### config.mk
export PLATFORM = sky130hd
export DESIGN_NAME = huffman_code_bit_packer_top_flat
export DESIGN_NICKNAME = d
export VERILOG_FILES = /design/src/hcbp_pkg.sv /design/src/hcbp_if.sv /design/src/hcbp_ram.sv /design/src/hcbp_code_table.sv /design/src/hcbp_packer.sv /design/src/huffman_code_bit_packer_top.sv /design/src/flat_wrapper.sv
export SDC_FILE = /design/constraint.sdc
export NUM_CORES = 2
export LEC_CHECK = 0
export BUFFER_PORTS_ARGS = -buffer_cell sky130_fd_sc_hd__buf_2
export CORE_MARGIN = 1
export CORE_UTILIZATION = 40
export DETAILED_ROUTE_END_ITERATION = 16
export PLACE_DENSITY = 0.51
export SYNTH_ARGS = -nofsm -noshare
export SYNTH_HDL_FRONTEND = slang
export SYNTH_SLANG_ARGS = --single-unit
### constraint.sdc
create_clock -name clk_i -period 6.9 [get_ports clk_i]
set_clock_uncertainty 0.05 [all_clocks]
set_input_delay 1.38 -clock clk_i [delete_from_list [all_inputs] [get_ports clk_i]]
set_output_delay 1.38 -clock clk_i [all_outputs]
set_load 0.01 [all_outputs]
### src/hcbp_pkg.sv
// ----------------------------------------------------------------------------
// hcbp_pkg
// Shared widths, limits, action codes and the lookup struct for the code bit
// packer.
// ----------------------------------------------------------------------------
package hcbp_pkg;

  // field widths
  localparam int SYMBOL_W = 7;
  localparam int CODE_W   = 10;
  localparam int LEN_W    = 4;
  localparam int BYTE_W   = 8;
  localparam int USED_W   = 4;

  // longest stored code, longer lengths are clamped to it
  localparam int MAX_CODE_BITS = 10;

  // default table depth
  localparam int SYMBOL_COUNT_DEF = 128;

  // pending buffer: up to seven bits left over between words
  localparam int PEND_W  = 7;
  localparam int PCNT_W  = 3;
  // pending bits plus one code
  localparam int ACC_W   = PEND_W + MAX_CODE_BITS;
  // total bit count, up to seven plus the longest code
  localparam int NBITS_W = 5;

  // one table entry: code bits and length
  localparam int ENTRY_W = CODE_W + LEN_W;

  // action codes
  localparam logic ACT_LOAD   = 1'b0;
  localparam logic ACT_ENCODE = 1'b1;

  // table lookup handed to the pack stage
  typedef struct packed {
    logic              hit;
    logic [CODE_W-1:0] code;
    logic [LEN_W-1:0]  len;
  } lookup_t;

  // control of the word held in the pack stage
  typedef struct packed {
    logic enc;
    logic fin;
  } item_t;

endpackage

### src/hcbp_if.sv
// ----------------------------------------------------------------------------
// hcbp_if
// Valid/ready stream interfaces: symbol words in, packed byte words out.
// ----------------------------------------------------------------------------
interface hcbp_sym_if;
  logic                          valid;
  logic                          ready;
  logic                          action;
  logic [hcbp_pkg::SYMBOL_W-1:0] symbol;
  logic [hcbp_pkg::CODE_W-1:0]   code_word;
  logic [hcbp_pkg::LEN_W-1:0]    code_length;
  logic                          final_symbol;

  modport source (
    output valid, action, symbol, code_word, code_length, final_symbol,
    input  ready
  );
  modport sink (
    input  valid, action, symbol, code_word, code_length, final_symbol,
    output ready
  );
endinterface

interface hcbp_byte_if;
  logic                        valid;
  logic                        ready;
  logic [hcbp_pkg::BYTE_W-1:0] out_byte;
  logic [hcbp_pkg::USED_W-1:0] used_bits;
  logic                        chunk_end;
  logic                        last;

  modport source (
    output valid, out_byte, used_bits, chunk_end, last,
    input  ready
  );
  modport sink (
    input  valid, out_byte, used_bits, chunk_end, last,
    output ready
  );
endinterface

### src/hcbp_ram.sv
// ----------------------------------------------------------------------------
// hcbp_ram
// Generic single write port, single read port RAM with registered read data.
// ----------------------------------------------------------------------------
module hcbp_ram #(
  parameter int Width = 8,
  parameter int Depth = 16
) (
  input  logic                     clk_i,
  input  logic                     we_i,
  input  logic [$clog2(Depth)-1:0] waddr_i,
  input  logic [Width-1:0]         wdata_i,
  input  logic                     re_i,
  input  logic [$clog2(Depth)-1:0] raddr_i,
  output logic [Width-1:0]         rdata_o
);

  logic [Width-1:0] mem_q [Depth];
  logic [Width-1:0] rdata_q;

  // write port
  always_ff @(posedge clk_i) begin
    if (we_i) begin
      mem_q[waddr_i] <= wdata_i;
    end
  end

  // registered read port
  always_ff @(posedge clk_i) begin
    if (re_i) begin
      rdata_q <= mem_q[raddr_i];
    end
  end

  assign rdata_o = rdata_q;

endmodule

### src/hcbp_code_table.sv
// ----------------------------------------------------------------------------
// hcbp_code_table
// Code table: RAM of code/length entries plus a valid bit per entry, so an
// entry never loaded reads as zero length. Lookup data is registered when the
// word is accepted and is ready in the next cycle.
// ----------------------------------------------------------------------------
module hcbp_code_table #(
  parameter int SymbolCount = hcbp_pkg::SYMBOL_COUNT_DEF
) (
  input  logic                          clk_i,
  input  logic                          rst_ni,
  input  logic                          acc_i,
  input  logic                          action_i,
  input  logic [hcbp_pkg::SYMBOL_W-1:0] symbol_i,
  input  logic [hcbp_pkg::CODE_W-1:0]   code_word_i,
  input  logic [hcbp_pkg::LEN_W-1:0]    code_length_i,
  output hcbp_pkg::lookup_t             lookup_o
);

  import hcbp_pkg::*;

  localparam int AddrW = $clog2(SymbolCount);

  logic                   in_range;
  logic [AddrW-1:0]       addr;
  logic                   wr_en;
  logic                   rd_en;
  logic [LEN_W-1:0]       len_c;
  logic [CODE_W:0]        mask_w;
  logic [CODE_W-1:0]      code_c;
  logic [ENTRY_W-1:0]     wdata;
  logic [ENTRY_W-1:0]     rdata;
  logic [SymbolCount-1:0] vld_q;
  logic                   hit_q;

  // address decode; symbols past the table are ignored
  assign in_range = 32'(symbol_i) < 32'(SymbolCount);
  assign addr     = AddrW'(symbol_i);
  assign wr_en    = acc_i && (action_i == ACT_LOAD) && in_range;
  assign rd_en    = acc_i && (action_i == ACT_ENCODE);

  // clamp the length and drop code bits above it
  always_comb begin
    if (code_length_i > LEN_W'(MAX_CODE_BITS)) begin
      len_c = LEN_W'(MAX_CODE_BITS);
    end else begin
      len_c = code_length_i;
    end
    mask_w = ((CODE_W + 1)'(1) << len_c) - (CODE_W + 1)'(1);
    code_c = code_word_i & mask_w[CODE_W-1:0];
  end

  assign wdata = {code_c, len_c};

  hcbp_ram #(
    .Width (ENTRY_W),
    .Depth (SymbolCount)
  ) u_ram (
    .clk_i   (clk_i),
    .we_i    (wr_en),
    .waddr_i (addr),
    .wdata_i (wdata),
    .re_i    (rd_en),
    .raddr_i (addr),
    .rdata_o (rdata)
  );

  // per-entry valid bits, cleared by reset
  always_ff @(posedge clk_i or negedge rst_ni) begin
    if (!rst_ni) begin
      vld_q <= '0;
    end else if (wr_en) begin
      vld_q[addr] <= 1'b1;
    end
  end

  // hit flag sampled alongside the RAM read
  always_ff @(posedge clk_i or negedge rst_ni) begin
    if (!rst_ni) begin
      hit_q <= 1'b0;
    end else if (rd_en) begin
      hit_q <= in_range && vld_q[addr];
    end
  end

  assign lookup_o.hit  = hit_q;
  assign lookup_o.code = rdata[ENTRY_W-1:LEN_W];
  assign lookup_o.len  = rdata[LEN_W-1:0];

endmodule

### src/hcbp_packer.sv
// ----------------------------------------------------------------------------
// hcbp_packer
// Pack stage: appends the looked-up code to the pending bits, splits off full
// bytes and the flush byte into a three-entry result buffer, and drains that
// buffer one word a cycle while the output is ready.
// ----------------------------------------------------------------------------
module hcbp_packer (
  input  logic                        clk_i,
  input  logic                        rst_ni,
  input  logic                        acc_i,
  input  hcbp_pkg::item_t             item_i,
  input  hcbp_pkg::lookup_t           lookup_i,
  output logic                        in_ready_o,
  output logic                        out_valid_o,
  input  logic                        out_ready_i,
  output logic [hcbp_pkg::BYTE_W-1:0] out_byte_o,
  output logic [hcbp_pkg::USED_W-1:0] used_bits_o,
  output logic                        chunk_end_o,
  output logic                        last_o
);

  import hcbp_pkg::*;

  localparam int BufDepth = 3;

  // pack stage holding register
  logic              s1_vld_q;
  item_t             s1_q;

  // pending bit buffer
  logic [PEND_W-1:0] pend_q;
  logic [PCNT_W-1:0] pcnt_q;

  // result buffer
  logic [BYTE_W-1:0] byte_q [BufDepth];
  logic [USED_W-1:0] used_q [BufDepth];
  logic [1:0]        cnt_q;
  logic              fin_q;

  logic [LEN_W-1:0]   len_e;
  logic [CODE_W-1:0]  code_e;
  logic [ACC_W-1:0]   acc;
  logic [NBITS_W-1:0] nbits;
  logic [1:0]         nfull;
  logic [PCNT_W-1:0]  rem;
  logic [PEND_W:0]    rem_mask;
  logic [PEND_W-1:0]  rem_bits;
  logic [BYTE_W-1:0]  byte0;
  logic [BYTE_W-1:0]  byte1;
  logic [BYTE_W+PEND_W-1:0] flush_w;
  logic [BYTE_W-1:0]  flush_byte;
  logic               do_flush;
  logic [1:0]         res_cnt;
  logic               buf_free;
  logic               s1_adv;
  logic               buf_load;
  logic               pop;

  // code of this word; a miss or a load contributes nothing
  assign len_e  = (s1_q.enc && lookup_i.hit) ? lookup_i.len  : '0;
  assign code_e = (s1_q.enc && lookup_i.hit) ? lookup_i.code : '0;

  // append code to pending bits
  assign acc   = (ACC_W'(pend_q) << len_e) | ACC_W'(code_e);
  assign nbits = NBITS_W'(pcnt_q) + NBITS_W'(len_e);
  assign nfull = nbits[4:3];
  assign rem   = nbits[2:0];

  // full bytes, oldest bits first
  assign byte0 = BYTE_W'(acc >> (nbits - NBITS_W'(8)));
  assign byte1 = BYTE_W'(acc >> (nbits - NBITS_W'(16)));

  // leftover bits and their left-aligned flush byte
  assign rem_mask   = ((PEND_W + 1)'(1) << rem) - (PEND_W + 1)'(1);
  assign rem_bits   = acc[PEND_W-1:0] & rem_mask[PEND_W-1:0];
  assign flush_w    = {{BYTE_W{1'b0}}, rem_bits} << (4'd8 - {1'b0, rem});
  assign flush_byte = flush_w[BYTE_W-1:0];
  assign do_flush   = s1_q.enc && s1_q.fin && (rem != '0);
  assign res_cnt    = nfull + {1'b0, do_flush};

  // stage handshake
  assign pop        = (cnt_q != '0) && out_ready_i;
  assign buf_free   = (cnt_q == '0) || ((cnt_q == 2'd1) && out_ready_i);
  assign s1_adv     = s1_vld_q && ((res_cnt == '0) || buf_free);
  assign buf_load   = s1_adv && (res_cnt != '0);
  assign in_ready_o = !s1_vld_q || s1_adv;

  // pack stage occupancy
  always_ff @(posedge clk_i or negedge rst_ni) begin
    if (!rst_ni) begin
      s1_vld_q <= 1'b0;
    end else if (acc_i) begin
      s1_vld_q <= 1'b1;
    end else if (s1_adv) begin
      s1_vld_q <= 1'b0;
    end
  end

  always_ff @(posedge clk_i) begin
    if (acc_i) begin
      s1_q <= item_i;
    end
  end

  // pending bits: kept remainder, cleared at the end of a chunk
  always_ff @(posedge clk_i or negedge rst_ni) begin
    if (!rst_ni) begin
      pend_q <= '0;
      pcnt_q <= '0;
    end else if (s1_adv && s1_q.enc) begin
      if (s1_q.fin) begin
        pend_q <= '0;
        pcnt_q <= '0;
      end else begin
        pend_q <= rem_bits;
        pcnt_q <= rem;
      end
    end
  end

  // result count
  always_ff @(posedge clk_i or negedge rst_ni) begin
    if (!rst_ni) begin
      cnt_q <= '0;
    end else if (buf_load) begin
      cnt_q <= res_cnt;
    end else if (pop) begin
      cnt_q <= cnt_q - 2'd1;
    end
  end

  // result payload: fill on load, shift towards the head on pop
  always_ff @(posedge clk_i) begin
    if (buf_load) begin
      byte_q[0] <= (nfull != '0)   ? byte0 : flush_byte;
      used_q[0] <= (nfull != '0)   ? USED_W'(8) : USED_W'(rem);
      byte_q[1] <= (nfull == 2'd2) ? byte1 : flush_byte;
      used_q[1] <= (nfull == 2'd2) ? USED_W'(8) : USED_W'(rem);
      byte_q[2] <= flush_byte;
      used_q[2] <= USED_W'(rem);
      fin_q     <= s1_q.fin;
    end else if (pop) begin
      byte_q[0] <= byte_q[1];
      used_q[0] <= used_q[1];
      byte_q[1] <= byte_q[2];
      used_q[1] <= used_q[2];
    end
  end

  // head of the buffer drives the output
  assign out_valid_o = (cnt_q != '0);
  assign out_byte_o  = byte_q[0];
  assign used_bits_o = used_q[0];
  assign last_o      = (cnt_q == 2'd1);
  assign chunk_end_o = (cnt_q == 2'd1) && fin_q;

endmodule

### src/huffman_code_bit_packer_top.sv
// ----------------------------------------------------------------------------
// huffman_code_bit_packer_top
// Code table lookup and MSB-first bit packer producing bytes per chunk.
// ----------------------------------------------------------------------------
//   port    dir   word carried
//   sym_i   in    action, symbol, code_word, code_length, final_symbol
//   byte_o  out   out_byte, used_bits, chunk_end, last
//
// Table read and control are registered at the accepting edge; the word then
// passes the pack stage into the result buffer, whose head offers the first
// byte. A word gives up to three bytes, which leave one by one; one giving
// none leaves the pack stage without waiting on the buffer. Reset clears the
// per-entry valid bits at once, so no clearing pass runs. A stalled output
// holds the result buffer, which holds the pack stage and so stalls the input.
// ----------------------------------------------------------------------------
module huffman_code_bit_packer_top #(
  parameter int SymbolCount = hcbp_pkg::SYMBOL_COUNT_DEF
) (
  input  logic         clk_i,
  input  logic         rst_ni,
  hcbp_sym_if.sink     sym_i,
  hcbp_byte_if.source  byte_o
);

  import hcbp_pkg::*;

  logic    in_acc;
  logic    in_ready;
  item_t   item;
  lookup_t lookup;

  assign in_acc      = sym_i.valid && in_ready;
  assign sym_i.ready = in_ready;

  assign item.enc = (sym_i.action == ACT_ENCODE);
  assign item.fin = sym_i.final_symbol;

  // table lookup / load
  hcbp_code_table #(
    .SymbolCount (SymbolCount)
  ) u_table (
    .clk_i         (clk_i),
    .rst_ni        (rst_ni),
    .acc_i         (in_acc),
    .action_i      (sym_i.action),
    .symbol_i      (sym_i.symbol),
    .code_word_i   (sym_i.code_word),
    .code_length_i (sym_i.code_length),
    .lookup_o      (lookup)
  );

  // bit packing and output buffer
  hcbp_packer u_packer (
    .clk_i       (clk_i),
    .rst_ni      (rst_ni),
    .acc_i       (in_acc),
    .item_i      (item),
    .lookup_i    (lookup),
    .in_ready_o  (in_ready),
    .out_valid_o (byte_o.valid),
    .out_ready_i (byte_o.ready),
    .out_byte_o  (byte_o.out_byte),
    .used_bits_o (byte_o.used_bits),
    .chunk_end_o (byte_o.chunk_end),
    .last_o      (byte_o.last)
  );

endmodule

### src/flat_wrapper.sv
// flat-port wrapper written by rule: the top's interface ports become plain ports
module huffman_code_bit_packer_top_flat import hcbp_pkg::*;
#(
  parameter int SymbolCount = hcbp_pkg::SYMBOL_COUNT_DEF
)
  (clk_i, rst_ni, sym_i_valid, sym_i_action, sym_i_symbol, sym_i_code_word, sym_i_code_length, sym_i_final_symbol, sym_i_ready, byte_o_valid, byte_o_out_byte, byte_o_used_bits, byte_o_chunk_end, byte_o_last, byte_o_ready);
  hcbp_sym_if sym_i_i ();
  hcbp_byte_if byte_o_i ();
  input  logic clk_i;
  input  logic rst_ni;
  input wire logic [$bits(sym_i_i.valid)-1:0] sym_i_valid;
  input wire logic [$bits(sym_i_i.action)-1:0] sym_i_action;
  input wire logic [$bits(sym_i_i.symbol)-1:0] sym_i_symbol;
  input wire logic [$bits(sym_i_i.code_word)-1:0] sym_i_code_word;
  input wire logic [$bits(sym_i_i.code_length)-1:0] sym_i_code_length;
  input wire logic [$bits(sym_i_i.final_symbol)-1:0] sym_i_final_symbol;
  output wire logic [$bits(sym_i_i.ready)-1:0] sym_i_ready;
  output wire logic [$bits(byte_o_i.valid)-1:0] byte_o_valid;
  output wire logic [$bits(byte_o_i.out_byte)-1:0] byte_o_out_byte;
  output wire logic [$bits(byte_o_i.used_bits)-1:0] byte_o_used_bits;
  output wire logic [$bits(byte_o_i.chunk_end)-1:0] byte_o_chunk_end;
  output wire logic [$bits(byte_o_i.last)-1:0] byte_o_last;
  input wire logic [$bits(byte_o_i.ready)-1:0] byte_o_ready;
  assign sym_i_i.valid = sym_i_valid;
  assign sym_i_i.action = sym_i_action;
  assign sym_i_i.symbol = sym_i_symbol;
  assign sym_i_i.code_word = sym_i_code_word;
  assign sym_i_i.code_length = sym_i_code_length;
  assign sym_i_i.final_symbol = sym_i_final_symbol;
  assign sym_i_ready = sym_i_i.ready;
  assign byte_o_valid = byte_o_i.valid;
  assign byte_o_out_byte = byte_o_i.out_byte;
  assign byte_o_used_bits = byte_o_i.used_bits;
  assign byte_o_chunk_end = byte_o_i.chunk_end;
  assign byte_o_last = byte_o_i.last;
  assign byte_o_i.ready = byte_o_ready;
  huffman_code_bit_packer_top #(.SymbolCount(SymbolCount)) u_core (.clk_i(clk_i), .rst_ni(rst_ni), .sym_i(sym_i_i), .byte_o(byte_o_i));
endmodule
**Word level (Yosys, flattened, before mapping)**

Memory sizes are Yosys's and may differ from the RTL's. A register that Yosys moved wholly into a read port is not among the register bits.
Cells that the tools add are included.

- Memories: 3
- Output and inout port bits: 16
- Input port bits: 27
- RAM bits: 1828
- Register bits after elaboration: 145
- Word-level logic and storage cells: 93

Memory list:

| name | depth | bits a word | rd ports | clocked after memory_dff | write ports | line | RTL |
|---|---|---|---|---|---|---|---|
| u_core.u_table.u_ram.mem_q | 128 | 14 | 1 | 1 | 1 | hcbp_ram.sv:18 | `logic [Width-1:0] mem_q [Depth];` |
| u_core.u_packer.byte_q | 3 | 8 | 3 | 0 | 3 | hcbp_packer.sv:35 | `logic [BYTE_W-1:0] byte_q [BufDepth];` |
| u_core.u_packer.used_q | 3 | 4 | 3 | 0 | 3 | hcbp_packer.sv:36 | `logic [USED_W-1:0] used_q [BufDepth];` |

- Eq/ne operators: 2
- Bitwise operators: 9
- Mux-type cells: 28
- Reductions and logical operators: 25
- Shift-type cells: 6
- $add $sub $neg: 8
- Order comparisons: 3

Operator list:

| operator | count |
|---|---|
| bitwise OR 128 bit | 1 |
| right shift 17 x 5 -> 8 bit | 2 |
| 2-to-1 mux 8 bit | 4 |
| 2-to-1 mux 4 bit | 6 |
| bitwise OR 17 x 10 -> 17 bit | 1 |
| left shift 7 x 4 -> 17 bit | 1 |
| logical AND 1 bit | 13 |
| 2-to-1 mux 1 bit | 11 |
| bitwise AND 10 bit | 1 |
| 2-to-1 mux 10 bit | 1 |
| nonzero test 2 bit | 5 |
| left shift 1 x 4 -> 10 bit, first input constant | 1 |
| subtractor 10 x 2 -> 10 bit, second input constant | 1 |
| less-than comparator 7 x 8 -> 1 bit, second input constant | 1 |
| left shift 7 x 4 -> 8 bit | 1 |
| bitwise AND 7 bit | 1 |
| binary-select mux 1 bit (select 7 bit) | 1 |
| demux 1 bit (select 7 bit) | 1 |
| >= comparator 7 x 1 -> 1 bit, second input constant | 1 |
| 2-to-1 mux 7 bit | 1 |
| left shift 1 x 3 -> 7 bit, first input constant | 1 |
| subtractor 7 x 2 -> 7 bit, second input constant | 1 |
| adder 3 x 4 -> 5 bit | 1 |
| subtractor 5 x 4 -> 5 bit, second input constant | 1 |
| other kinds (15) | 22 |

**Logic depth before layout (Yosys ltp)**

- Depth after elaboration: 14
- Depth in mapped cells: 23
- Depth with buffers taken out: 15

**Modules after synthesis**

Synthesis repeated with hierarchy kept, for this count alone.

- Cell total of the unflattened synthesis: 3856
- Area total of the unflattened synthesis: 79891.6 sq um

By module, submodules not included:

| module | seq. area each (sq um) | cells each | instances | area an instance (sq um) |
|---|---|---|---|---|
| hcbp_ram | 54232.0 | 2723 | 1 | 68988.7 |
| hcbp_code_table | 3228.1 | 528 | 1 | 5979.5 |
| hcbp_packer | 1466.4 | 604 | 1 | 4917.2 |
| huffman_code_bit_packer_top | 0.0 | 1 | 1 | 6.3 |

**Least setup slack after synthesis**

No wires, ideal clock.

- Kind: input -> register
- From: input port sym_i_code_length[3]
- To: memory u_core.u_table.u_ram.mem_q[0][5] (netlist bit), data pin
- Buffers on the path: 1
- Stages on the path: 5
- Data required time: 6019 ps
- Setup slack: 737 ps
- Library setup time: 831 ps
- Data arrival time: 5282 ps
- Cells stage by stage: clkbuf_1 nor2_1 nand2_1 ha_1 nor2b_1

- Longest elaborated chain between the ends: 5

RTL lines:

| item | line | RTL |
|---|---|---|
| start, declared | flat_wrapper.sv:15 | `input wire logic [$bits(sym_i_i.code_length)-1:0] sym_i_code_length;` |
| greater-than comparator 4 bit | hcbp_code_table.sv:44 | `if (code_length_i > LEN_W'(MAX_CODE_BITS)) begin` |
| 2-to-1 mux 4 bit (*) | hcbp_code_table.sv:44 |  |
| left shift 1 x 4 -> 10 bit (*) | hcbp_code_table.sv:49 | `mask_w = ((CODE_W + 1)'(1) << len_c) - (CODE_W + 1)'(1);` |
| subtractor 10 x 2 -> 10 bit (*) | hcbp_code_table.sv:49 |  |
| bitwise AND 10 bit (*) | hcbp_code_table.sv:50 | `code_c = code_word_i & mask_w[CODE_W-1:0];` |
| net u_core.u_table.code_c[1] | hcbp_code_table.sv:30 | `logic [CODE_W-1:0] code_c;` |
| end, declared | hcbp_ram.sv:18 |  |

Mark *: on every way through the listed nets, which the timed path passes. The rest lies on a longest branch.

**Worst setup path after layout**

- From: register u_core.u_table.hit_q
- To: memory u_core.u_table.u_ram.mem_q[16][2] (netlist bit), enable pin

- Longest elaborated chain between the ends: 14

RTL lines:

| item | line | RTL |
|---|---|---|
| start, declared | hcbp_code_table.sv:34 | `logic hit_q;` |
| start signal, assigned | hcbp_code_table.sv:82 | `hit_q <= in_range && vld_q[addr];` |
| logical AND 1 bit | hcbp_packer.sv:60 | `assign len_e = (s1_q.enc && lookup_i.hit) ? lookup_i.len : '0;` |
| 2-to-1 mux 4 bit | hcbp_packer.sv:60 |  |
| adder 3 x 4 -> 5 bit | hcbp_packer.sv:65 | `assign nbits = NBITS_W'(pcnt_q) + NBITS_W'(len_e);` |
| net u_core.u_packer.nbits[1] | hcbp_packer.sv:43 | `logic [NBITS_W-1:0] nbits;` |
| nonzero test 3 bit | hcbp_packer.sv:78 | `assign do_flush = s1_q.enc && s1_q.fin && (rem != '0);` |
| logical AND 1 bit | hcbp_packer.sv:78 |  |
| adder 2 x 1 -> 2 bit | hcbp_packer.sv:79 | `assign res_cnt = nfull + {1'b0, do_flush};` |
| logical NOT 2 bit | hcbp_packer.sv:84 | `assign s1_adv = s1_vld_q && ((res_cnt == '0) \|\| buf_free);` |
| logical OR 1 bit | hcbp_packer.sv:84 |  |
| logical AND 1 bit | hcbp_packer.sv:84 |  |
| logical OR 1 bit | hcbp_packer.sv:86 | `assign in_ready_o = !s1_vld_q \|\| s1_adv;` |
| logical AND 1 bit | huffman_code_bit_packer_top.sv:32 | `assign in_acc = sym_i.valid && in_ready;` |
| net u_core.in_acc | huffman_code_bit_packer_top.sv:27 | `logic in_acc;` |
| logical AND 1 bit | hcbp_code_table.sv:39 | `assign wr_en = acc_i && (action_i == ACT_LOAD) && in_range;` |
| 2-to-1 mux 1 bit | hcbp_ram.sv:23 | `if (we_i) begin` |
| 2-to-1 mux 1 bit (implied by the code) | hcbp_ram.sv:24 | `mem_q[waddr_i] <= wdata_i;` |

The timed path passes the listed nets, and every way through them passes these cells.

==> qor.txt <==
Share of the synthesized area in the top cell type - 72.2%
Worst vdd ir - 0.290 mV
Nets - 4851
H-tree levels - 4
Cell taking the most area after synthesis - edfxtp_1
Pin count of the biggest net entering global routing - 129
Post-Syn Nets - 4677
Vias in the first global route - 44700
Longest Clk Path Bufs - 3
Cts-stage hold buffer count - 0
Input/output buffers - 42
Cts bufs inserted - 206
TNS Setup - 0 ns
Critical-path cell list - buf_4 > and3_1 > ha_1 > ha_1 > or2_1 > inv_1 > ha_1 > buf_4 > inv_1 > and3_1 > ha_1 > xnor2_1 > o211ai_2 > and2_1 > and2b_4 > buf_4 > nand3_1 > nor2_1 > buf_4
CP Capture Type - flop
DIE WIDTH - 440 um
Post-synth EDFFs - 1844
Worst slew margin - 15.4%
Slowest CP cell - nand3_1
Final hold violations - 0
Crit-path max FO - 18
Period utilization - 82.7%
Post-Syn Instances - 4639
GP Congestion - 0.910
Max Cap Viol - 0
Status - finished, final reports clean
WL final - 250000 um
Max Fclk - 175 MHz
Finished Cell Area - 0.0874 mm2
Via count - 46700
Unique cell type count in the Yosys netlist - 96
CP max stage delay - 0.48 ns
Clk root buf - clkbuf_16
Worst Hold Class - reg -> reg
Area growth syn-to-layout - 14.0%
Max Slew Vio Count - 0
Leak Pwr - 28.6 nW
Synth area leaders - edfxtp_1 (72%), a22oi_1 (5.5%), dfrtp_1 (4.6%)
Asr flop ratio synth - 7.15%
Cell Pwr Density - 296 mW/mm2
Top_reg_cell synth - edfxtp_1
DR iter-0 viols - 5664
Clock sinks - 1986
First-pass GRT wire length - 351000 um
Register area share after synthesis - 76.8%
WP data required - 7.38 ns
Antenna Violating Nets Remaining - 0
Total grt overflow - 0
Core area - 0.190 mm2
Initial Util - 40.3%
YS warnings - 0
Post-synthesis cell area - 0.0767 mm2
Seq cells post-synth - 1986
Layout cell share with drive strength beyond 1 - 14.8%
Crit path kind - reg -> reg
Final min period - 5.70 ns
Setup-failing EPs final - 0
WP data arrival - 6.18 ns
Most numerous cell in the Yosys netlist - edfxtp_1
Wire length per cell - 33.3 um
TritonCTS clock tree - done
Via density - 6.22
Post-cts resize count - 0
Avg Cell Area, Syn - 16.5 um2
Postcts setup bufs - 0
Ports - 43
Worst-margin pin slew - 1.26 ns
GRT Total Usage - 25.5%
Synth cell count leaders - edfxtp_1 (1844), a22oi_1 (562), nor2_1 (223), a221oi_1 (172), a22o_1 (158)
Die H - 440 um
DR pass1 iterations - 6
CP Launch Type - flop
Clock Pin Slew Worst Setup and Hold Paths - 0.06 ns
Placed cell areas - 0.0810 mm2
Die area - 0.194 mm2
Initial antenna violation count - 8
Post-DP HPWL - 150000 um
Rows - 160
RSZ-0062 raised after global routing - no
DRC viols - 0
Clock latency on the worst-skew pair - 0.86 ns
flip-flops by register name, indices dropped and copies added, names as in the netlist:
name,flops
u_core.u_table.u_ram.mem_q,1792
u_core.u_table.vld_q,128
u_core.u_packer.byte_q,24
u_core.u_table.u_ram.rdata_o,14
u_core.u_packer.used_q,11
u_core.u_packer.pend_q,7
u_core.u_packer.pcnt_q,3
u_core.u_packer.cnt_q,2
u_core.u_packer.s1_q,2
u_core.u_packer.fin_q,1
u_core.u_packer.s1_vld_q,1
u_core.u_table.hit_q,1
kinds of logic after synthesis:
| kind of cell | synth area share [%] |
|---|---|
| buffers and inverters | 2.35 |
| and+or+nand+nor | 4.13 |
| muxes | 1.70 |
| DFF | 76.8 |
| xor gates and xnor gates | 0.132 |
| adders and majority gates | 0.194 |
| AOI/OAI and AO/OA | 14.7 |
worst paths after layout:
check	slack (ns)	start	cells past startpoint	end
max	1.20	u_core.u_table.hit_q	19	u_core.u_table.u_ram.mem_q[16][2]
min	0.43	u_core.u_table.vld_q[50]	1	u_core.u_table.vld_q[50]
max reg2reg	1.20	u_core.u_table.hit_q	19	u_core.u_table.u_ram.mem_q[16][2]
min reg2reg	0.43	u_core.u_table.vld_q[50]	1	u_core.u_table.vld_q[50]
max in group asynchronous	5.10	rst_ni	2	u_core.u_table.hit_q
min in group asynchronous	0.51	rst_ni	1	u_core.u_packer.s1_vld_q
worst max-delay path, delay by kind of cell, from the launching register on:
family | cells | cell delay, ns
compound gates | 1 | 0.20
xor+xnor | 1 | 0.17
fa+ha+maj | 4 | 0.94
buf+inv | 6 | 1.35
flops | 1 | 0.39
simple gates | 7 | 2.26
area by class of cell:
| class | instances | area [um2] |
|---|---|---|
| Sequential cell | 1986 | 58900 |
| Fill cell | 16400 | 103000 |
| Clock inverter | 98 | 853 |
| Inverter | 28 | 108 |
| Timing Repair Buffer | 334 | 2670 |
| Tap cell | 2511 | 3140 |
| Clock buffer | 282 | 5570 |
| Antenna cell | 6 | 15.0 |
| Multi-Input combinational cell | 2257 | 16100 |
metal layers:
layer / global-route usage [%] / routed length (um)
met4: 9.22 / 9210
met5: 0 / 0
met3: 3.92 / 19800
met2: 38.3 / 112000
met1: 37.5 / 109000
layout by cell type (no fill, tap or decap), types with 100 or more instances in the layout:
cell type  instances
a22oi_1          562
buf_4            277
a31oi_1          117
a22o_1           158
nand4_1          100
clkbuf_16        208
dfrtp_1          142
a221oi_1         172
nand2_1          100
o21bai_1         130
nor2_1           219
edfxtp_1        1844
stage by stage:
step	total power, mW	utilization [%]	setup WS, ns	std cells	hold WS [ns]
floorplan	14.7	-	0.737	4639	0.387
detailed placement	15.4	42.5	1.02	7116	0.407
global placement	15.4	42.5	0.752	7115	0.403
finish	25.9	45.9	1.20	7502	0.426
CTS	26.0	45.9	1.23	7496	0.423
global route	26.6	45.9	0.887	7496	0.432
power breakdown:
| group | switching (mW) | internal, mW |
|---|---|---|
| registers | 0.0689 | 13.4 |
| clock network | 4.68 | 5.96 |
| logic | 1.30 | 0.476 |
| total | 6.05 | 19.8 |
(Power assumes the default switching activity.)
